**src/rtl/block_buffer_cache_manager_macros.svh**
```systemverilog
// Assertion macros for the block buffer cache manager
`ifndef BLOCK_BUFFER_CACHE_MANAGER_MACROS_SVH
`define BLOCK_BUFFER_CACHE_MANAGER_MACROS_SVH
`ifndef SYNTHESIS
`define BBCM_ASSERT(lbl, clk, rstn, prop) \
    lbl: assert property (@(posedge clk) disable iff (!rstn) prop) \
        else $error("bbcm assertion failed");
`define BBCM_NEVER(lbl, clk, rstn, expr) \
    lbl: assert property (@(posedge clk) disable iff (!rstn) !(expr)) \
        else $error("bbcm forbidden condition");
`else
`define BBCM_ASSERT(lbl, clk, rstn, prop)
`define BBCM_NEVER(lbl, clk, rstn, expr)
`endif
`endif

```
**src/rtl/bbcm_pkg.sv**
```systemverilog
// Shared constants, codes and control structs of the block buffer cache manager
package bbcm_pkg;
    localparam int SLOTS  = 16;
    localparam int SLOT_W = $clog2(SLOTS);
    localparam int IN_W   = 64;
    localparam int OUT_W  = 48;

    localparam logic [2:0] CMD_GET        = 3'd0;
    localparam logic [2:0] CMD_FILL_DONE  = 3'd1;
    localparam logic [2:0] CMD_RELEASE    = 3'd2;
    localparam logic [2:0] CMD_MARK_DIRTY = 3'd3;
    localparam logic [2:0] CMD_WRITEBACK  = 3'd4;
    localparam logic [2:0] CMD_WRITE_DONE = 3'd5;
    localparam logic [2:0] CMD_SYNC       = 3'd6;
    localparam logic [2:0] CMD_NONE       = 3'd7;

    localparam logic [2:0] K_HIT    = 3'd0;
    localparam logic [2:0] K_READ   = 3'd1;
    localparam logic [2:0] K_WRITE  = 3'd2;
    localparam logic [2:0] K_NOFREE = 3'd3;
    localparam logic [2:0] K_BADDEV = 3'd4;
    localparam logic [2:0] K_ACK    = 3'd5;

    // word field sources
    localparam logic [2:0] SRC_ZERO = 3'd0;
    localparam logic [2:0] SRC_HIT  = 3'd1;
    localparam logic [2:0] SRC_VIC  = 3'd2;
    localparam logic [2:0] SRC_RD   = 3'd3;
    localparam logic [2:0] SRC_SCAN = 3'd4;
    localparam logic [2:0] SRC_SLOT = 3'd5;

    typedef struct packed {
        logic       load;
        logic       scan_clr;
        logic       scan_step;
        logic       rd_scan;
        logic       apply;
        logic       hit_upd;
        logic       vic_upd;
        logic       emit;
        logic [2:0] kind;
        logic [2:0] src;
        logic       last;
    } dp_cmd_t;

    typedef struct packed {
        logic [2:0] req_cmd;
        logic       bad;
        logic       oor;
        logic       slot_nw;
        logic       sync_any;
        logic       sync_hit;
        logic       sync_later;
        logic       scan_end;
        logic       hit_found;
        logic       vic_found;
        logic       vic_nw;
        logic       out_free;
    } dp_stat_t;
endpackage

```
**src/rtl/bbcm_dp.sv**
```systemverilog
// Datapath: entry table, recency ranks, scan trackers and output register
`include "block_buffer_cache_manager_macros.svh"
module bbcm_dp (
    input  logic                  aclk,
    input  logic                  aresetn,
    input  bbcm_pkg::dp_cmd_t     cmd,
    output bbcm_pkg::dp_stat_t    stat,
    input  logic [bbcm_pkg::IN_W-1:0]  in_data,
    input  logic                  cfg_we,
    input  logic [15:0]           cfg_wdata,
    output logic                  out_valid,
    output logic [bbcm_pkg::OUT_W-1:0] out_data,
    output logic                  out_last,
    input  logic                  out_ready
);
    import bbcm_pkg::*;

    logic [15:0]       bsize_cfg_reg;
    logic [2:0]        req_cmd_reg;
    logic [7:0]        req_dev_reg;
    logic [31:0]       req_blk_reg;
    logic [15:0]       req_bsize_reg;
    logic [3:0]        req_slot_reg;
    logic              req_ok_reg;

    logic [7:0]        dev_reg   [SLOTS];
    logic [31:0]       blk_reg   [SLOTS];
    logic [SLOTS-1:0]  valid_reg;
    logic [SLOTS-1:0]  dirty_reg;
    logic [15:0]       refs_reg  [SLOTS];
    logic [SLOT_W-1:0] rank_reg  [SLOTS];
    logic [SLOTS-1:0]  listed_reg;

    logic [SLOT_W-1:0] idx_reg;
    logic              hit_found_reg;
    logic [SLOT_W-1:0] hit_idx_reg;
    logic              vic_found_reg;
    logic [SLOT_W-1:0] vic_idx_reg;
    logic [SLOT_W-1:0] vic_rank_reg;
    logic [7:0]        vic_dev_reg;
    logic [31:0]       vic_blk_reg;
    logic              vic_nw_reg;

    logic              out_valid_reg;
    logic [OUT_W-1:0]  out_data_reg;
    logic              out_last_reg;

    logic [SLOT_W-1:0] slot_idx;
    logic [SLOT_W-1:0] rd_idx;
    logic [7:0]        rd_dev;
    logic [31:0]       rd_blk;
    logic              rd_nw;
    logic              scan_hit;
    logic              scan_vic;
    logic [SLOTS-1:0]  sync_vec;
    logic [SLOTS-1:0]  above_vec;
    logic              out_free;
    logic              mtf;
    logic [SLOT_W-1:0] mtf_idx;
    logic [3:0]        o_slot;
    logic [7:0]        o_dev;
    logic [31:0]       o_blk;

    assign slot_idx = SLOT_W'(req_slot_reg);
    assign rd_idx   = cmd.rd_scan ? idx_reg : slot_idx;
    assign rd_dev   = dev_reg[rd_idx];
    assign rd_blk   = blk_reg[rd_idx];
    assign rd_nw    = valid_reg[rd_idx] && dirty_reg[rd_idx] && (rd_dev != 8'd0);
    assign scan_hit = valid_reg[rd_idx] && (rd_dev == req_dev_reg) && (rd_blk == req_blk_reg);
    assign scan_vic = listed_reg[rd_idx] && (refs_reg[rd_idx] == 16'd0) &&
                      (!vic_found_reg || (rank_reg[rd_idx] < vic_rank_reg));
    assign out_free = !out_valid_reg || out_ready;

    always_comb begin
        for (int i = 0; i < SLOTS; i++) begin
            sync_vec[i]  = valid_reg[i] && dirty_reg[i] && (dev_reg[i] != 8'd0) &&
                           (dev_reg[i] == req_dev_reg);
            above_vec[i] = (SLOT_W'(i) > idx_reg);
        end
    end

    always_comb begin
        stat.req_cmd    = req_cmd_reg;
        stat.bad        = (req_dev_reg == 8'd0) || (req_bsize_reg != bsize_cfg_reg);
        stat.oor        = (32'(req_slot_reg) >= SLOTS);
        stat.slot_nw    = rd_nw;
        stat.sync_any   = |sync_vec;
        stat.sync_hit   = sync_vec[idx_reg];
        stat.sync_later = |(sync_vec & above_vec);
        stat.scan_end   = (idx_reg == SLOT_W'(SLOTS - 1));
        stat.hit_found  = hit_found_reg;
        stat.vic_found  = vic_found_reg;
        stat.vic_nw     = vic_nw_reg;
        stat.out_free   = out_free;
    end

    // entry update that moves a slot to the most recent end of the list
    always_comb begin
        mtf     = 1'b0;
        mtf_idx = slot_idx;
        if (cmd.apply) begin
            case (req_cmd_reg)
                CMD_FILL_DONE: mtf = !valid_reg[slot_idx] && (dev_reg[slot_idx] != 8'd0) &&
                                     !req_ok_reg;
                CMD_RELEASE:   mtf = (refs_reg[slot_idx] == 16'd1);
                default:       mtf = 1'b0;
            endcase
        end
    end

    always_ff @(posedge aclk) begin
        if (!aresetn) begin
            bsize_cfg_reg <= 16'd512;
            valid_reg     <= '0;
            dirty_reg     <= '0;
            listed_reg    <= '1;
            for (int i = 0; i < SLOTS; i++) begin
                dev_reg[i]  <= 8'd0;
                blk_reg[i]  <= 32'd0;
                refs_reg[i] <= 16'd0;
                rank_reg[i] <= SLOT_W'(i);
            end
        end else begin
            if (cfg_we) begin
                bsize_cfg_reg <= cfg_wdata;
            end
            if (mtf) begin
                for (int i = 0; i < SLOTS; i++) begin
                    if (rank_reg[i] > rank_reg[mtf_idx]) begin
                        rank_reg[i] <= rank_reg[i] - SLOT_W'(1);
                    end
                end
                rank_reg[mtf_idx]   <= SLOT_W'(SLOTS - 1);
                listed_reg[mtf_idx] <= 1'b1;
            end
            if (cmd.apply) begin
                case (req_cmd_reg)
                    CMD_FILL_DONE: begin
                        if (!valid_reg[slot_idx] && dev_reg[slot_idx] != 8'd0) begin
                            if (req_ok_reg) begin
                                valid_reg[slot_idx] <= 1'b1;
                                dirty_reg[slot_idx] <= 1'b0;
                            end else begin
                                dev_reg[slot_idx]  <= 8'd0;
                                blk_reg[slot_idx]  <= 32'd0;
                                refs_reg[slot_idx] <= 16'd0;
                            end
                        end
                    end
                    CMD_RELEASE: begin
                        if (refs_reg[slot_idx] != 16'd0) begin
                            refs_reg[slot_idx] <= refs_reg[slot_idx] - 16'd1;
                        end
                    end
                    CMD_MARK_DIRTY: dirty_reg[slot_idx] <= 1'b1;
                    CMD_WRITE_DONE: begin
                        if (req_ok_reg) begin
                            dirty_reg[slot_idx] <= 1'b0;
                        end
                    end
                    default: ;
                endcase
            end
            if (cmd.hit_upd) begin
                if (refs_reg[hit_idx_reg] != 16'hFFFF) begin
                    refs_reg[hit_idx_reg] <= refs_reg[hit_idx_reg] + 16'd1;
                end
                listed_reg[hit_idx_reg] <= 1'b0;
            end
            if (cmd.vic_upd) begin
                listed_reg[vic_idx_reg] <= 1'b0;
                dev_reg[vic_idx_reg]    <= req_dev_reg;
                blk_reg[vic_idx_reg]    <= req_blk_reg;
                refs_reg[vic_idx_reg]   <= 16'd1;
                valid_reg[vic_idx_reg]  <= 1'b0;
                dirty_reg[vic_idx_reg]  <= 1'b0;
            end
        end
    end

    always_ff @(posedge aclk) begin
        if (cmd.load) begin
            req_cmd_reg   <= in_data[2:0];
            req_dev_reg   <= in_data[10:3];
            req_blk_reg   <= in_data[42:11];
            req_bsize_reg <= in_data[58:43];
            req_slot_reg  <= in_data[62:59];
            req_ok_reg    <= in_data[63];
        end
        if (cmd.scan_step && scan_vic) begin
            vic_idx_reg  <= rd_idx;
            vic_rank_reg <= rank_reg[rd_idx];
            vic_dev_reg  <= rd_dev;
            vic_blk_reg  <= rd_blk;
            vic_nw_reg   <= rd_nw;
        end
        if (cmd.scan_step && scan_hit && !hit_found_reg) begin
            hit_idx_reg <= rd_idx;
        end
    end

    always_ff @(posedge aclk) begin
        if (!aresetn) begin
            idx_reg       <= '0;
            hit_found_reg <= 1'b0;
            vic_found_reg <= 1'b0;
        end else if (cmd.scan_clr) begin
            idx_reg       <= '0;
            hit_found_reg <= 1'b0;
            vic_found_reg <= 1'b0;
        end else if (cmd.scan_step) begin
            idx_reg <= idx_reg + SLOT_W'(1);
            if (scan_hit) begin
                hit_found_reg <= 1'b1;
            end
            if (scan_vic) begin
                vic_found_reg <= 1'b1;
            end
        end
    end

    always_comb begin
        o_slot = 4'd0;
        o_dev  = 8'd0;
        o_blk  = 32'd0;
        case (cmd.src)
            SRC_HIT: begin
                o_slot = 4'(hit_idx_reg);
                o_dev  = req_dev_reg;
                o_blk  = req_blk_reg;
            end
            SRC_VIC: begin
                o_slot = 4'(vic_idx_reg);
                o_dev  = vic_dev_reg;
                o_blk  = vic_blk_reg;
            end
            SRC_RD: begin
                o_slot = 4'(vic_idx_reg);
                o_dev  = req_dev_reg;
                o_blk  = req_blk_reg;
            end
            SRC_SCAN, SRC_SLOT: begin
                o_slot = 4'(rd_idx);
                o_dev  = rd_dev;
                o_blk  = rd_blk;
            end
            default: ;
        endcase
    end

    always_ff @(posedge aclk) begin
        if (!aresetn) begin
            out_valid_reg <= 1'b0;
        end else if (cmd.emit) begin
            out_valid_reg <= 1'b1;
        end else if (out_ready) begin
            out_valid_reg <= 1'b0;
        end
    end

    always_ff @(posedge aclk) begin
        if (cmd.emit) begin
            out_data_reg <= {1'b0, o_blk, o_dev, o_slot, cmd.kind};
            out_last_reg <= cmd.last;
        end
    end

    assign out_valid = out_valid_reg;
    assign out_data  = out_data_reg;
    assign out_last  = out_last_reg;

    `BBCM_NEVER(a_emit_full, aclk, aresetn, cmd.emit && !out_free)
    `BBCM_ASSERT(a_hit_upd, aclk, aresetn, cmd.hit_upd |-> hit_found_reg)
    `BBCM_ASSERT(a_vic_upd, aclk, aresetn, cmd.vic_upd |-> (vic_found_reg && !hit_found_reg))
    `BBCM_ASSERT(a_vic_claim, aclk, aresetn,
        cmd.vic_upd |=> (refs_reg[$past(vic_idx_reg)] == 16'd1 && !listed_reg[$past(vic_idx_reg)]))
endmodule

```
**src/rtl/bbcm_ctrl.sv**
```systemverilog
// Controller: command sequencing state machine
`include "block_buffer_cache_manager_macros.svh"
module bbcm_ctrl (
    input  logic               aclk,
    input  logic               aresetn,
    input  logic               in_valid,
    output logic               in_ready,
    input  bbcm_pkg::dp_stat_t stat,
    output bbcm_pkg::dp_cmd_t  cmd
);
    import bbcm_pkg::*;

    localparam logic [2:0] S_IDLE      = 3'd0;
    localparam logic [2:0] S_DEC       = 3'd1;
    localparam logic [2:0] S_SCAN_GET  = 3'd2;
    localparam logic [2:0] S_GET_DEC   = 3'd3;
    localparam logic [2:0] S_GET_RD    = 3'd4;
    localparam logic [2:0] S_SCAN_SYNC = 3'd5;

    logic [2:0] state_reg;
    logic [2:0] state_next;

    always_comb begin
        cmd        = '0;
        state_next = state_reg;
        in_ready   = 1'b0;
        case (state_reg)
            S_IDLE: begin
                in_ready = 1'b1;
                cmd.load = in_valid;
                if (in_valid) begin
                    state_next = S_DEC;
                end
            end
            S_DEC: begin
                cmd.last = 1'b1;
                cmd.kind = K_ACK;
                cmd.src  = SRC_ZERO;
                if (stat.req_cmd == CMD_GET) begin
                    if (stat.bad) begin
                        cmd.kind = K_BADDEV;
                        cmd.emit = stat.out_free;
                    end else begin
                        cmd.scan_clr = 1'b1;
                        state_next   = S_SCAN_GET;
                    end
                end else if (stat.req_cmd == CMD_SYNC) begin
                    if (!stat.sync_any) begin
                        cmd.emit = stat.out_free;
                    end else begin
                        cmd.scan_clr = 1'b1;
                        state_next   = S_SCAN_SYNC;
                    end
                end else if (stat.req_cmd == CMD_NONE || stat.oor) begin
                    cmd.emit = stat.out_free;
                end else if (stat.req_cmd == CMD_WRITEBACK && stat.slot_nw) begin
                    cmd.kind = K_WRITE;
                    cmd.src  = SRC_SLOT;
                    cmd.emit = stat.out_free;
                end else begin
                    cmd.emit  = stat.out_free;
                    cmd.apply = stat.out_free;
                end
                if (cmd.emit) begin
                    state_next = S_IDLE;
                end
            end
            S_SCAN_GET: begin
                cmd.rd_scan   = 1'b1;
                cmd.scan_step = 1'b1;
                if (stat.scan_end) begin
                    state_next = S_GET_DEC;
                end
            end
            S_GET_DEC: begin
                if (stat.out_free) begin
                    cmd.emit   = 1'b1;
                    cmd.last   = 1'b1;
                    state_next = S_IDLE;
                    if (stat.hit_found) begin
                        cmd.kind    = K_HIT;
                        cmd.src     = SRC_HIT;
                        cmd.hit_upd = 1'b1;
                    end else if (!stat.vic_found) begin
                        cmd.kind = K_NOFREE;
                        cmd.src  = SRC_ZERO;
                    end else if (stat.vic_nw) begin
                        cmd.kind   = K_WRITE;
                        cmd.src    = SRC_VIC;
                        cmd.last   = 1'b0;
                        state_next = S_GET_RD;
                    end else begin
                        cmd.kind    = K_READ;
                        cmd.src     = SRC_RD;
                        cmd.vic_upd = 1'b1;
                    end
                end
            end
            S_GET_RD: begin
                cmd.kind = K_READ;
                cmd.src  = SRC_RD;
                cmd.last = 1'b1;
                if (stat.out_free) begin
                    cmd.emit    = 1'b1;
                    cmd.vic_upd = 1'b1;
                    state_next  = S_IDLE;
                end
            end
            S_SCAN_SYNC: begin
                cmd.rd_scan = 1'b1;
                cmd.kind    = K_WRITE;
                cmd.src     = SRC_SCAN;
                cmd.last    = !stat.sync_later;
                if (stat.sync_hit) begin
                    if (stat.out_free) begin
                        cmd.emit      = 1'b1;
                        cmd.scan_step = 1'b1;
                        if (!stat.sync_later) begin
                            state_next = S_IDLE;
                        end
                    end
                end else begin
                    cmd.scan_step = 1'b1;
                end
            end
            default: state_next = S_IDLE;
        endcase
    end

    always_ff @(posedge aclk) begin
        if (!aresetn) begin
            state_reg <= S_IDLE;
        end else begin
            state_reg <= state_next;
        end
    end

    `BBCM_NEVER(a_ready_busy, aclk, aresetn, in_ready && state_reg != S_IDLE)
    `BBCM_ASSERT(a_accept_dec, aclk, aresetn, (in_valid && in_ready) |=> state_reg == S_DEC)
    `BBCM_NEVER(a_state_legal, aclk, aresetn, state_reg > S_SCAN_SYNC)
endmodule

```
**src/rtl/block_buffer_cache_manager.sv**
```systemverilog
// Top level of the block buffer cache manager: controller plus datapath
//
//  channel  | dir | payload
//  s_       | in  | command, device, block_number, bsize, slot, ok (tdata)
//  m_       | out | kind, out_slot, out_device, out_block (tdata), last (tlast)
//  cfg_     | in  | expected_bsize
//
// One word at a time. A get scans all 16 entries, one per cycle; sync scans
// until its last write request. Reset is immediate, no clearing pass.
// A stalled m_ side holds the scan where the next word waits.
module block_buffer_cache_manager (
    input  logic        aclk,
    input  logic        aresetn,
    input  logic        s_tvalid,
    output logic        s_tready,
    // command[2:0] device[10:3] block_number[42:11] bsize[58:43] slot[62:59] ok[63]
    input  logic [63:0] s_tdata,
    output logic        m_tvalid,
    input  logic        m_tready,
    // kind[2:0] out_slot[6:3] out_device[14:7] out_block[46:15] zero[47]
    output logic [47:0] m_tdata,
    output logic        m_tlast,
    input  logic        cfg_we,
    input  logic [15:0] cfg_wdata
);
    import bbcm_pkg::*;

    dp_cmd_t  cmd;
    dp_stat_t stat;

    bbcm_ctrl u_ctrl (
        .aclk     (aclk),
        .aresetn  (aresetn),
        .in_valid (s_tvalid),
        .in_ready (s_tready),
        .stat     (stat),
        .cmd      (cmd)
    );

    bbcm_dp u_dp (
        .aclk      (aclk),
        .aresetn   (aresetn),
        .cmd       (cmd),
        .stat      (stat),
        .in_data   (s_tdata),
        .cfg_we    (cfg_we),
        .cfg_wdata (cfg_wdata),
        .out_valid (m_tvalid),
        .out_data  (m_tdata),
        .out_last  (m_tlast),
        .out_ready (m_tready)
    );
endmodule

```
**config.mk**
```make
export PLATFORM = sky130hd
export DESIGN_NAME = block_buffer_cache_manager
export DESIGN_NICKNAME = d
export VERILOG_FILES = /design/src/rtl/bbcm_pkg.sv /design/src/rtl/bbcm_dp.sv /design/src/rtl/bbcm_ctrl.sv /design/src/rtl/block_buffer_cache_manager.sv
export VERILOG_INCLUDE_DIRS = /design/src /design/src/rtl
export SDC_FILE = /design/constraint.sdc
export NUM_CORES = 2
export LEC_CHECK = 0
export BUFFER_PORTS_ARGS = -buffer_cell sky130_fd_sc_hd__buf_2
export CORE_MARGIN = 2
export CORE_UTILIZATION = 40
export DETAILED_ROUTE_END_ITERATION = 10
export PLACE_DENSITY = 0.63
export SLEW_MARGIN = 20
export SYNTH_ARGS = -nofsm -noshare
export SYNTH_HDL_FRONTEND = slang
export SYNTH_SLANG_ARGS = --single-unit
```
**constraint.sdc**
```tcl
create_clock -name aclk -period 16.99 [get_ports aclk]
set_input_delay 2.5485 -clock aclk [delete_from_list [all_inputs] [get_ports aclk]]
set_output_delay 2.5485 -clock aclk [all_outputs]
set_load 0.05 [all_outputs]
```
==> flow_metrics.env <==
export IMPL_placed_cell_area_um2=65300
export IMPL_endpoint_kind="register"
export IMPL_setup_violations_final=0
export IMPL_largest_reg_flops=512
export IMPL_hp_class="register to register"
export IMPL_p_leak_nw=23.9
export IMPL_timing_final_crit_share_pct=47.7
export IMPL_cts_htree_levels=4
export IMPL_die_y_um=400
export IMPL_place_hpwl_um=152000
export IMPL_async_flop_share_pct=0
export IMPL_finalCriticalPeriod_ns=8.10
export IMPL_synth_flop_cell="edfxtp_1"
export IMPL_syn2layout_area_growth_pct=10.8
export IMPL_antenna_left=0
export IMPL_avgSynthCellArea_um2=10.8
export IMPL_initial_utilization_pct=40.2
export IMPL_synth_xor_area_share_pct=3.38
export IMPL_skew_ns=0.0327
export IMPL_ys_ff_latch=1207
export IMPL_grt_usage_pct=28.4
export IMPL_final_cell_area_um2=69500
export IMPL_top_layer="met5"
export IMPL_synth_fp_nets=5971
export IMPL_synthAdderAreaFrac_pct=1.77
export IMPL_nFillCells=14400
export IMPL_rows=145
export IMPL_synthMuxAreaShare_pct=9.47
export IMPL_ys_types=88
export IMPL_rrSetupSlack_ns=8.89
export IMPL_seq_area_um2=34800
export IMPL_synth_top_family_by_area="simple AND/OR/NAND/NOR gates"
export IMPL_ys_top_cells_by_area="edfxtp_1, mux4_2, nor2_1"
export IMPL_netlist_area_um2=62800
export IMPL_worstPathRequired_ns=17.65
export IMPL_criticalPathCategory="register to register"
export IMPL_grt_first_pass_wirelength_um=331000
export IMPL_root_buffer="clkbuf_16"
export IMPL_antenna_found_initial=10
export IMPL_fmax_ghz=0.123
export IMPL_hold_slack_ns=0.507
export IMPL_fin_util_pct=44.6
export IMPL_worstSkewPairLatency_ns=0.80
export IMPL_grt_pass1_vias=46500
export IMPL_report_power_total_mw=7.21
export IMPL_syn_inst=5797
export IMPL_ioPinCount=136
export IMPL_m1WireLength_um=87600
export IMPL_multi_input_area_um2=26100
export IMPL_cts_setup_buffers=0
export IMPL_core_area_um2=156000
export IMPL_synth_edf_count=1061
export IMPL_grt_max_degree=92
export IMPL_die_w_um=400
export IMPL_rsz0062_at_grt="no"
export IMPL_wl_met3_um=31100
export IMPL_synth_area_leader_cell="edfxtp_1"
export IMPL_worst_slew_pin_slew_ns=1.35
export IMPL_viasPerCell=6.35
export IMPL_routed_wirelength_um=232000
export IMPL_cts_tree="yes"
export IMPL_clkTransAtPathRegs_ns=0.06
export IMPL_synth_compound_area_share_pct=8.78
export IMPL_grt_overflow=0
export IMPL_final_nets=5898
export IMPL_synth_simple_area_share_pct=17.7
export IMPL_final_layout_size_suffix_gt1_share_pct=13.1
export IMPL_p_per_area_nw_per_um2=104
export IMPL_slew_violations=0
export IMPL_synth_top_cell_area_share_pct=50.8
export IMPL_drv_cap=0
export IMPL_critPathMaxFanout=53
export IMPL_cp_arrival_ns=8.76
export IMPL_numCtsBuffers=131
export IMPL_die_area_um2=160000
export IMPL_drc=0
export IMPL_gp_congestion=1.01
export IMPL_ys_warn_count=0
export IMPL_cp_start_kind="register"
export IMPL_vias=50100
export IMPL_drt_iter0_drc=8409
export IMPL_numClockSinks=1207
export IMPL_portBuffers=134
export IMPL_tns_ns=0
export IMPL_cts_buffer_depth=3
export IMPL_hold_viol_final=0
export IMPL_wl_met2_um=101000
export IMPL_hold_buffers=0
export IMPL_slew_limit_headroom_pct=7.52
export IMPL_ys_seq_area_share_pct=55.4
export IMPL_drt_first_pass_iters=7
export IMPL_wire_per_inst_um=29.3
export IMPL_irDropWorstVdd_uv=104
export IMPL_cts_resized=0
export IMPL_status="completed"
worst max-delay path: stages, from the launching register on:
cell and delay (ns):
dfxtp_1 0.53, nor3b_2 0.71, or3_1 0.20, buf_4 0.48, nand2_4 0.38, inv_6 0.51, buf_4 0.71, buf_4 0.60
mux2i_1 0.16, a32o_1 0.23, a221oi_2 0.66, a21oi_1 0.38, a222oi_1 0.55, o2111ai_1 0.22, nor3_1 0.93, nand4b_4 0.25
mux2_4 0.36
per-stage QoR:
step | cells | worst slack (ns)
global route | 7885 | 8.70
global placement | 7649 | 8.65
CTS | 7884 | 9.33
finish | 7889 | 8.89
detailed placement | 7649 | 8.51
floorplan | 5797 | 10.89
logic make-up after synthesis:
logic type      after synthesis
compound gates              841
xor+xnor                    242
fa+ha+maj                    89
mux                         331
buf+inv                     540
flops                      1207
other cells                   1
simple gates               2546
cell usage in the layout, fill, tap and decap left out, drive strengths merged, types with 17 or more instances in the layout:
cell type	n
nor2	1141
edfxtp	1061
nand2	742
a21oi	236
buf	235
mux4	206
o21ai	162
xor2	160
clkbuf	157
nand3	155
dfxtp	146
and3	108
mux2i	105
nor4	104
inv	102
ha	89
a211oi	89
nor3	88
xnor2	82
clkinv	64
a31oi	54
nand4	51
a22oi	37
a311oi	36
nand2b	33
nor2b	33
o22ai	29
a2111oi	22
a32oi	22
o211ai	21
a31o	20
mux2	20
or4	18
nor4b	17
report_power, final:
part           total (mW)  internal [mW]  switching (mW)
clock network        2.87           1.62            1.24
registers            3.42           3.33          0.0916
logic               0.921          0.289           0.632
final timing paths:
kind                         start                     to  cells past startpoint
max reg2reg    u_ctrl.state_reg[1]               register                     16
min          u_dp.bsize_cfg_reg[9]  u_dp.bsize_cfg_reg[9]                      2
max            u_ctrl.state_reg[1]               register                     16
min reg2reg  u_dp.bsize_cfg_reg[9]  u_dp.bsize_cfg_reg[9]                      2
per-layer routing:
layer  vias to the layer above  track usage, %
li1                      21000               -
met1                     24800            38.7
met2                      3694            42.5
met3                       593            7.55
met4                        10            12.8
met5                         -               0
cells in the mapped netlist, drive strengths merged, types with 11 or more instances:
| cell | number |
|---|---|
| nor2 | 1141 |
| edfxtp | 1061 |
| nand2 | 742 |
| clkbuf | 286 |
| a21oi | 236 |
| mux4 | 206 |
| o21ai | 162 |
| xor2 | 160 |
| buf | 155 |
| nand3 | 155 |
| dfxtp | 146 |
| and3 | 108 |
| mux2i | 105 |
| nor4 | 104 |
| inv | 95 |
| a211oi | 89 |
| ha | 89 |
| nor3 | 88 |
| xnor2 | 82 |
| a31oi | 54 |
| nand4 | 51 |
| a22oi | 37 |
| a311oi | 36 |
| nand2b | 33 |
| nor2b | 33 |
| o22ai | 29 |
| a2111oi | 22 |
| a32oi | 22 |
| o211ai | 21 |
| a31o | 20 |
| mux2 | 20 |
| or4 | 18 |
| nor4b | 17 |
| a221oi | 14 |
| a222oi | 11 |
| and2 | 11 |
layout make-up:
| cell class | count | area share [%] |
|---|---|---|
| Antenna cell | 5 | 0.0180 |
| Clock buffer | 157 | 5.02 |
| Clock inverter | 78 | 1.01 |
| Inverter | 99 | 0.554 |
| Multi-Input combinational cell | 4050 | 37.5 |
| Sequential cell | 1207 | 50.1 |
| Tap cell | 2058 | 3.70 |
| Timing Repair Buffer | 235 | 2.10 |
No activity file was read; power rests on OpenSTA's default activity.
